===== src/design/anxb_pkg.sv =====
`default_nettype none

package anxb_pkg;

  // Frame length limit and the width of every byte count and offset.
  localparam int unsigned MAX_FRAME_BYTES = 4194304;
  localparam int unsigned LEN_W           = 23;
  localparam int unsigned MIN_FRAME_BYTES = 4;

  typedef logic [LEN_W-1:0] len_t;

  localparam len_t MAX_LEN = len_t'(MAX_FRAME_BYTES);
  localparam len_t MIN_LEN = len_t'(MIN_FRAME_BYTES);

  // Start-code bytes.
  localparam logic [7:0] SC_ZERO = 8'h00;
  localparam logic [7:0] SC_ONE  = 8'h01;

  // NAL unit types of interest.
  localparam logic [5:0] NAL_SPS_AVC  = 6'd7;
  localparam logic [5:0] NAL_AUD_AVC  = 6'd9;
  localparam logic [5:0] NAL_VPS_HEVC = 6'd32;
  localparam logic [5:0] NAL_AUD_HEVC = 6'd35;

  // Codec selection held in the configuration register.
  typedef enum logic [1:0] {
    CODEC_H264  = 2'd0,
    CODEC_HEVC  = 2'd1,
    CODEC_AV1   = 2'd2,
    CODEC_OTHER = 2'd3
  } codec_t;

  // Parser progress through one frame.
  typedef enum logic [2:0] {
    PH_HDR0,   // looking for the start code at offset zero
    PH_HDR1,   // looking for the start code after a delimiter
    PH_SCAN,   // counting start codes inside the parameter sets
    PH_FOUND,  // end of the config region located
    PH_NONE    // frame carries no config region
  } phase_t;

  // Per-byte view shared by both parsers.
  typedef struct packed {
    logic       proc;       // byte is stored and parsed this cycle
    logic       new_frame;  // byte is the first of a frame
    len_t       idx;        // offset of the byte in the frame
    len_t       len;        // frame length including this byte
    logic [7:0] cur;        // the byte itself
    logic [7:0] w1;         // byte at idx-1
    logic [7:0] w2;         // byte at idx-2
    logic [7:0] w3;         // byte at idx-3
    logic [7:0] w4;         // byte at idx-4
  } byte_info_t;

  // Split decision of one parser.
  typedef struct packed {
    logic cfg_found;
    len_t cfg_off;
    len_t cfg_len;
    len_t pay_off;
    len_t pay_len;
  } split_t;

  // Result transaction, frame_sent in the lowest bit.
  typedef struct packed {
    logic pad;
    logic av1_pulse;
    len_t pay_len;
    len_t pay_off;
    len_t cfg_len;
    len_t cfg_off;
    logic cfg_found;
    logic frame_sent;
  } result_t;

  // NAL type from the first header byte.
  function automatic logic [5:0] nal_type(input logic [7:0] b, input logic hevc);
    logic [5:0] t;
    t = hevc ? b[6:1] : {1'b0, b[4:0]};
    return t;
  endfunction

endpackage

`default_nettype wire


===== src/design/anxb_byte_track.sv =====
`default_nettype none

module anxb_byte_track import anxb_pkg::*; (
  input  logic       clk,
  input  logic       rst_n,
  input  logic       step,
  input  logic [7:0] data_byte,
  input  logic       first_of_frame,
  input  logic       last_of_frame,
  output byte_info_t info
);

  len_t       count_r, count_nxt;
  len_t       cur_count;
  logic [7:0] w1_r, w2_r, w3_r, w4_r;
  logic       proc;

  // A first mark restarts the frame; bytes past the limit are ignored.
  always_comb begin
    cur_count = first_of_frame ? '0 : count_r;
    proc      = step && (cur_count < MAX_LEN);
    info.proc      = proc;
    info.new_frame = (cur_count == '0);
    info.idx       = cur_count;
    info.len       = (cur_count < MAX_LEN) ? cur_count + len_t'(1) : cur_count;
    info.cur       = data_byte;
    info.w1        = w1_r;
    info.w2        = w2_r;
    info.w3        = w3_r;
    info.w4        = w4_r;
    count_nxt      = last_of_frame ? '0 : info.len;
  end

  // Byte counter for the current frame.
  always_ff @(posedge clk) begin
    if (!rst_n) begin
      count_r <= '0;
    end else if (step) begin
      count_r <= count_nxt;
    end
  end

  // Four-byte history window.
  always_ff @(posedge clk) begin
    if (proc) begin
      w4_r <= w3_r;
      w3_r <= w2_r;
      w2_r <= w1_r;
      w1_r <= data_byte;
    end
  end

endmodule

`default_nettype wire


===== src/design/anxb_parser.sv =====
`default_nettype none

module anxb_parser import anxb_pkg::*; (
  input  logic       clk,
  input  logic       rst_n,
  input  byte_info_t info,
  input  logic       hevc,
  output split_t     split
);

  phase_t     phase_r, phase_nxt, phase_c;
  logic       aud_r, aud_nxt, aud_c;
  logic       p4_r, p4_nxt;
  logic [2:0] base_r, base_nxt;
  logic [1:0] found_r, found_nxt;
  len_t       skip_at_r, skip_at_nxt;
  len_t       split_r, split_nxt;

  logic [2:0] extra;
  logic [1:0] wanted;
  logic [5:0] nal_aud, nal_ps, typ;
  logic [2:0] hdr_pos;
  len_t       pos3, pos4;
  logic       hit3, hit4, hdr_hit, sc3, sc4, scan_hit;
  logic [3:0] thr;
  logic       skip_ok, cfg_ok;
  len_t       pbase;

  // Codec-dependent constants.
  assign extra   = hevc ? 3'd3 : 3'd2;
  assign wanted  = hevc ? 2'd3 : 2'd2;
  assign nal_aud = hevc ? NAL_AUD_HEVC : NAL_AUD_AVC;
  assign nal_ps  = hevc ? NAL_VPS_HEVC : NAL_SPS_AVC;
  assign typ     = nal_type(info.cur, hevc);

  // A new frame starts from the header search with no delimiter seen.
  assign phase_c = info.new_frame ? PH_HDR0 : phase_r;
  assign aud_c   = info.new_frame ? 1'b0 : aud_r;

  // Header start code at a fixed offset; the current byte is then its NAL type.
  assign hdr_pos = (phase_c == PH_HDR1) ? base_r : 3'd0;
  assign pos3    = len_t'(hdr_pos) + len_t'(3);
  assign pos4    = len_t'(hdr_pos) + len_t'(4);
  assign hit3    = (info.idx == pos3) && (info.w3 == SC_ZERO) && (info.w2 == SC_ZERO)
                   && (info.w1 == SC_ONE);
  assign hit4    = (info.idx == pos4) && (info.w4 == SC_ZERO) && (info.w3 == SC_ZERO)
                   && (info.w2 == SC_ZERO) && (info.w1 == SC_ONE);
  assign hdr_hit = hit3 || hit4;

  // Scan window: start code beginning three bytes back.
  assign sc3      = (info.w3 == SC_ZERO) && (info.w2 == SC_ZERO) && (info.w1 == SC_ONE);
  assign sc4      = (info.w3 == SC_ZERO) && (info.w2 == SC_ZERO) && (info.w1 == SC_ZERO)
                    && (info.cur == SC_ONE);
  assign scan_hit = (info.idx >= skip_at_r) && (sc3 || sc4);

  // Next phase.
  always_comb begin
    phase_nxt = phase_r;
    if (info.proc) begin
      phase_nxt = phase_c;
      case (phase_c)
        PH_HDR0, PH_HDR1: begin
          if (hdr_hit) begin
            if (typ == nal_ps) begin
              phase_nxt = PH_SCAN;
            end else if ((typ == nal_aud) && (phase_c == PH_HDR0)) begin
              phase_nxt = PH_HDR1;
            end else begin
              phase_nxt = PH_NONE;
            end
          end else if (info.idx == pos4) begin
            phase_nxt = PH_NONE;
          end
        end
        PH_SCAN: begin
          if (scan_hit && (found_r == wanted)) begin
            phase_nxt = PH_FOUND;
          end
        end
        default: begin
          phase_nxt = phase_c;
        end
      endcase
    end
  end

  // Next values of the delimiter, count and position registers.
  always_comb begin
    aud_nxt     = aud_r;
    p4_nxt      = p4_r;
    base_nxt    = base_r;
    found_nxt   = found_r;
    skip_at_nxt = skip_at_r;
    split_nxt   = split_r;
    if (info.proc) begin
      aud_nxt = aud_c;
      case (phase_c)
        PH_HDR0, PH_HDR1: begin
          if (hdr_hit && (typ == nal_ps)) begin
            // The header start code counts as the first one found.
            found_nxt   = 2'd1;
            skip_at_nxt = info.idx + len_t'(3);
          end else if (hdr_hit && (typ == nal_aud) && (phase_c == PH_HDR0)) begin
            aud_nxt  = 1'b1;
            p4_nxt   = hit4;
            base_nxt = (hit4 ? 3'd4 : 3'd3) + extra;
          end
        end
        PH_SCAN: begin
          if (scan_hit) begin
            if (found_r == wanted) begin
              split_nxt = info.idx - len_t'(3);
            end else begin
              found_nxt   = found_r + 2'd1;
              skip_at_nxt = info.idx + (sc4 ? len_t'(4) : len_t'(3));
            end
          end
        end
        default: begin
          found_nxt = found_r;
        end
      endcase
    end
  end

  // Split decision for a frame ending with this byte.
  always_comb begin
    thr     = (p4_nxt ? 4'd8 : 4'd6) + {1'b0, extra};
    skip_ok = aud_nxt && (info.len > len_t'(thr));
    pbase   = skip_ok ? len_t'(base_nxt) : '0;
    cfg_ok  = (phase_nxt == PH_FOUND) && (!aud_nxt || skip_ok);
    split   = '0;
    if (cfg_ok) begin
      split.cfg_found = 1'b1;
      split.cfg_off   = pbase;
      split.cfg_len   = split_nxt - pbase;
      split.pay_off   = split_nxt;
      split.pay_len   = info.len - split_nxt;
    end else begin
      split.pay_off   = pbase;
      split.pay_len   = info.len - pbase;
    end
  end

  // Control state.
  always_ff @(posedge clk) begin
    if (!rst_n) begin
      phase_r <= PH_HDR0;
      aud_r   <= 1'b0;
      found_r <= '0;
    end else begin
      phase_r <= phase_nxt;
      aud_r   <= aud_nxt;
      found_r <= found_nxt;
    end
  end

  // Positions recorded within the frame.
  always_ff @(posedge clk) begin
    p4_r      <= p4_nxt;
    base_r    <= base_nxt;
    skip_at_r <= skip_at_nxt;
    split_r   <= split_nxt;
  end

endmodule

`default_nettype wire


===== src/design/annexb_config_nal_splitter.sv =====
`default_nettype none
// Path: an accepted byte is held in the input register and parsed out of it there;
// for the final byte of a frame the result is then loaded into the output register.
// Throughput: one byte per cycle; start codes are matched on a four-byte window, one byte a step.
// A waiting result stops only a final byte; other bytes keep moving through the input register.
// Reset (rst_n low, synchronous) empties both registers, ends any partial frame, selects H.264
// and rearms the AV1 config pulse.

module annexb_config_nal_splitter import anxb_pkg::*; (
  input  logic        clk,
  input  logic        rst_n,
  input  logic        in_tvalid,
  output logic        in_tready,
  input  logic [7:0]  in_tdata,   // [7:0] data_byte
  input  logic        in_tuser,   // [0] first_of_frame
  input  logic        in_tlast,   // last_of_frame
  output logic        out_tvalid,
  input  logic        out_tready,
  output logic [95:0] out_tdata,  // [0] frame_sent, [1] config_found, [24:2] config_offset,
                                  // [47:25] config_length, [70:48] payload_offset,
                                  // [93:71] payload_length, [94] av1_config_pulse, [95] zero
  input  logic        cfg_valid,
  output logic        cfg_ready,
  input  logic [1:0]  cfg_data    // codec_mode
);

  logic       in_valid_r;
  logic [7:0] in_data_r;
  logic       in_first_r, in_last_r;
  logic       advance, load;
  logic       out_valid_r, out_valid_nxt;
  result_t    out_r, result;
  codec_t     codec_mode_r;
  logic       av1_seen_r, av1_seen_nxt;
  byte_info_t info;
  split_t     split_avc, split_hevc;

  // Input register moves on unless a final byte finds the output register still full.
  assign advance   = in_valid_r && (!in_last_r || !out_valid_r || out_tready);
  assign in_tready = !in_valid_r || advance;
  assign load      = advance && in_last_r;

  always_ff @(posedge clk) begin
    if (!rst_n) begin
      in_valid_r <= 1'b0;
    end else if (in_tready) begin
      in_valid_r <= in_tvalid;
    end
  end

  always_ff @(posedge clk) begin
    if (in_tready && in_tvalid) begin
      in_data_r  <= in_tdata;
      in_first_r <= in_tuser;
      in_last_r  <= in_tlast;
    end
  end

  // Configuration register.
  assign cfg_ready = 1'b1;

  always_ff @(posedge clk) begin
    if (!rst_n) begin
      codec_mode_r <= CODEC_H264;
    end else if (cfg_valid) begin
      codec_mode_r <= codec_t'(cfg_data);
    end
  end

  // Frame position and byte history.
  anxb_byte_track u_track (
    .clk            (clk),
    .rst_n          (rst_n),
    .step           (advance),
    .data_byte      (in_data_r),
    .first_of_frame (in_first_r),
    .last_of_frame  (in_last_r),
    .info           (info)
  );

  // Both parsers run on every frame so the mode may be chosen at its end.
  anxb_parser u_parse_avc (
    .clk   (clk),
    .rst_n (rst_n),
    .info  (info),
    .hevc  (1'b0),
    .split (split_avc)
  );

  anxb_parser u_parse_hevc (
    .clk   (clk),
    .rst_n (rst_n),
    .info  (info),
    .hevc  (1'b1),
    .split (split_hevc)
  );

  // Result for a frame ending with the byte in the input register.
  always_comb begin
    result       = '0;
    av1_seen_nxt = av1_seen_r;
    if (info.len >= MIN_LEN) begin
      result.frame_sent = 1'b1;
      result.pay_len    = info.len;
      case (codec_mode_r)
        CODEC_H264: begin
          result.cfg_found = split_avc.cfg_found;
          result.cfg_off   = split_avc.cfg_off;
          result.cfg_len   = split_avc.cfg_len;
          result.pay_off   = split_avc.pay_off;
          result.pay_len   = split_avc.pay_len;
        end
        CODEC_HEVC: begin
          result.cfg_found = split_hevc.cfg_found;
          result.cfg_off   = split_hevc.cfg_off;
          result.cfg_len   = split_hevc.cfg_len;
          result.pay_off   = split_hevc.pay_off;
          result.pay_len   = split_hevc.pay_len;
        end
        CODEC_AV1: begin
          result.av1_pulse = !av1_seen_r;
          av1_seen_nxt     = 1'b1;
        end
        default: begin
          result.pay_len = info.len;
        end
      endcase
    end
  end

  // AV1 pulse is raised once per reset.
  always_ff @(posedge clk) begin
    if (!rst_n) begin
      av1_seen_r <= 1'b0;
    end else if (load) begin
      av1_seen_r <= av1_seen_nxt;
    end
  end

  // Output register.
  always_comb begin
    out_valid_nxt = out_valid_r;
    if (load) begin
      out_valid_nxt = 1'b1;
    end else if (out_tready) begin
      out_valid_nxt = 1'b0;
    end
  end

  always_ff @(posedge clk) begin
    if (!rst_n) begin
      out_valid_r <= 1'b0;
    end else begin
      out_valid_r <= out_valid_nxt;
    end
  end

  always_ff @(posedge clk) begin
    if (load) begin
      out_r <= result;
    end
  end

  assign out_tvalid = out_valid_r;
  assign out_tdata  = out_r;

  // A dropped frame reports nothing else.
  a_drop_zero: assert property (@(posedge clk) disable iff (!rst_n)
    out_valid_r && !out_r.frame_sent |->
      (!out_r.cfg_found && !out_r.av1_pulse && (out_r.cfg_off == '0) &&
       (out_r.cfg_len == '0) && (out_r.pay_off == '0) && (out_r.pay_len == '0)))
    else $error("dropped frame carries nonzero fields");

  // The payload starts right where the config region ends.
  a_split_adjacent: assert property (@(posedge clk) disable iff (!rst_n)
    out_valid_r && out_r.cfg_found |-> (out_r.pay_off == len_t'(out_r.cfg_off + out_r.cfg_len)))
    else $error("payload does not follow the config region");

  // A pulse is only shown once the AV1 flag has been set.
  a_pulse_once: assert property (@(posedge clk) disable iff (!rst_n)
    out_valid_r && out_r.av1_pulse |-> av1_seen_r)
    else $error("AV1 pulse without the seen flag");

  // An empty output register never holds off the input.
  a_ready_empty: assert property (@(posedge clk) disable iff (!rst_n)
    !out_valid_r |-> in_tready)
    else $error("input stalled with an empty output register");

endmodule

`default_nettype wire


===== config.mk =====
export PLATFORM = sky130hd
export DESIGN_NAME = annexb_config_nal_splitter
export DESIGN_NICKNAME = d
export VERILOG_FILES = /design/src/design/anxb_pkg.sv /design/src/design/anxb_byte_track.sv /design/src/design/anxb_parser.sv /design/src/design/annexb_config_nal_splitter.sv
export SDC_FILE = /design/constraint.sdc
export NUM_CORES = 1
export LEC_CHECK = 0
export BUFFER_PORTS_ARGS = -buffer_cell sky130_fd_sc_hd__buf_4
export CAP_MARGIN = 15
export CELL_PAD_IN_SITES_DETAIL_PLACEMENT = 0
export CELL_PAD_IN_SITES_GLOBAL_PLACEMENT = 1
export CORE_MARGIN = 3
export CORE_UTILIZATION = 52
export DETAILED_ROUTE_END_ITERATION = 12
export GPL_ROUTABILITY_DRIVEN = 0
export HOLD_SLACK_MARGIN = 0.1
export PLACE_DENSITY_LB_ADDON = 0.1
export RECOVER_POWER = 50
export SYNTH_ARGS = -nofsm -noshare
export SYNTH_HDL_FRONTEND = slang
export SYNTH_HIERARCHICAL = 1
export SYNTH_SLANG_ARGS = --single-unit

===== constraint.sdc =====
create_clock -name clk -period 21 [get_ports clk]
set_clock_uncertainty 0.1 [all_clocks]
set_input_delay 4.2 -clock clk [delete_from_list [all_inputs] [get_ports clk]]
set_output_delay 4.2 -clock clk [all_outputs]
set_load 0.05 [all_outputs]

==> run metrics <==
Comb power frac 5.3%; grt ovf 0; clock slew seen by the registers of the worst setup and hold paths 0.06 ns; largest area contributor in the netlist edfxtp_1; CTS sink cnt between 200 and 300; Clock power frac 47.1%; Area Growth Syn to Fin 9.43%; min Tclk post-route 12.86 ns; library cells used by synthesis 105; worst-path maximum fanout 55; Cells after Synth between 2000 and 2500; failing checks capacitance limit, slew limit; Crit-path slowest cell clkbuf_1; Root Driver clkbuf_16; PD cells 55.4 nW/um^2; Site Rows between 70 and 80; diode count 0; Slew HR -89.5%; ranking of synthesized cells by area edfxtp_1, dfxtp_1, ha_1; wire length per cell 19.3 um; Worst setup EP type flop; Seq pwr share 47.6%; Net Sw Power 291 uW; max-slew violations 131; H-tree depth 2; DR iter-0 viols 1559; layout cells sized above 1 7.64%; syn_area_per_cell 8.88 um^2; Slew @ Worst Pin 2.84 ns; status finished, violations left; # IOs 116; Synth Warn # 6; commonest non-fill, non-tap cell in the layout nor2_1; Crit path arrival time around 13 ns; pin count of the biggest net entering global routing 71; first drt pass iteration count 6; gr usage total between 20% and 30%; setup violators final 0; total power roughly 1300 uW; most frequent cells in the layout nor2_1, nand2_1, edfxtp_1; Worst VDD drop between 0.00006 and 0.00007 V; initial antenna violation count 0; vias in the first global route 16300; Num CTS Buffers 34; die width 205 um; final antenna-violating net count 0; Seq/Total Area, Yosys 35.7%; Crit Path Class in2reg; synthesized area ~21000 um^2; Vias 17100; Sw Ratio 23.3%; CTS tree yes; Hold Crit Class reg2reg; Yosys reg bits 277; internal power between 900 and 1000 uW; Leak about 0.009 uW; Via density 5.75; Hold-fix buffers, CTS 0; Fin Setup TNS 0 ns; Synth top area share 26.6%; f_max 77.8 MHz; Remaining DRCs 0; unrepaired setup endpoints after global routing no; PortBufs 113; clk buf depth 3; Vert. Die Dim 205 um; CP delay by family, top compound AO/OA/AOI/OAI gates; first-pass GRT wire length 89900 um; FFs w/ async S/R, synth 0%; core area 38900 um^2; EDFF count, synth 183; final net count 2560; drt total wl roughly 57000 um; CP required 21.15 ns; most frequent CP cell nand2_1; crit path buf inv count 5; crit start category primary input; die area about 42000 um^2; Main synth FF type edfxtp_1; cts repair resizes 0; Max Cap Violations 3; final period utilization between 60% and 70%; starting density of the core between 50 and 60%; Hold Violations, Final 0; HPWL reported at the end of detailed placement roughly 42000 um; post-CTS setup buffer count 0; Crit path largest cell delay 1.59 ns; worst skew pair latency 0.54 ns
cell type report:
class,instances,area [um^2]
fill,3608,16300
multi-input combinational,1772,11900
sequential,277,7380
clock buffer,49,1030
timing repair buffer,156,822
inverter,180,676
tap,518,648
clock inverter,13,101
final timing paths:
check / depth (start not counted) / slack (ns) / end / start
setup / recovery: 38 / 8.14 / out_tdata[93] / out_tready
hold / removal: 1 / 0.37 / av1_seen_r / av1_seen_r
setup reg to reg: 42 / 9.65 / out_tdata[93] / in_first_r
hold reg to reg: 1 / 0.37 / av1_seen_r / av1_seen_r
cell usage after synthesis, types with 10 or more instances:
master,n
a211oi_1,10
a21o_1,26
a21oi_1,130
a31oi_1,16
and2_1,27
and3_1,21
buf_2,36
buf_4,60
clkbuf_1,47
dfxtp_1,94
edfxtp_1,183
ha_1,116
inv_1,179
mux2_2,14
mux2i_1,126
nand2_1,186
nand2b_1,17
nand3_1,54
nand3b_1,13
nand4_1,31
nor2_1,268
nor2b_1,41
nor3_1,62
nor3b_1,13
nor4_1,58
o21a_1,22
o21ai_0,72
o31ai_1,11
or2_2,10
or3_1,21
xnor2_1,123
xor2_1,55
sequential cells by signal, indices dropped and copies added, names as in the netlist, 23 cells and up:
| signal | flops |
|---|---|
| u_track/count_r | 23 |
| u_parse_hevc/split_r | 23 |
| u_parse_hevc/skip_at_r | 23 |
| out_tdata | 95 |
| u_parse_avc/split_r | 23 |
| u_parse_avc/skip_at_r | 23 |
routing by layer:
layer	vias up	part of all wire, %	routed length, um	track usage, %
met1	8143	46	26100	37.6
met3	88	5.5	3170	3.61
li1	8356	-	-	-
met4	0	2.8	1600	8.32
met5	-	0	0	0
met2	471	46	26400	43.9
cells by family after synthesis:
group / count (synthesis) / synth area share, %
simple gates: 886 / 22.3
buf+inv: 330 / 7.54
fa+ha+maj: 122 / 7.61
flops: 277 / 35.7
xor+xnor: 178 / 7.55
compound gates: 387 / 12.3
mux: 141 / 6.93
other cells: 4 / 0.0727
power groups by stage:
stage / sequential, uW / combinational, uW / clock (uW)
6_report: 596 / 66.3 / 589
5_1_grt: 597 / 71.0 / 624
4_1_cts: 596 / 70.8 / 605
3_5_place_dp: 607 / 70.6 / 0
3_3_place_gp: 607 / 70.1 / 0
2_1_floorplan: 625 / 39.1 / 0
stage by stage:
step | utilization, % | setup WS [ns] | std cells | hold slack, ns | cell area [um^2]
5_1_grt | 58.0 | 7.30 | 2965 | 0.390 | 22600
6_report | 58.0 | 8.14 | 2965 | 0.373 | 22600
3_3_place_gp | 56.1 | 9.45 | 2903 | 0.353 | 21800
4_1_cts | 59.0 | 9.77 | 2965 | 0.373 | 23000
2_1_floorplan | - | 9.24 | 2379 | 0.328 | 20800
3_5_place_dp | 56.1 | 9.23 | 2903 | 0.359 | 21800
(Power assumes the default switching activity.)
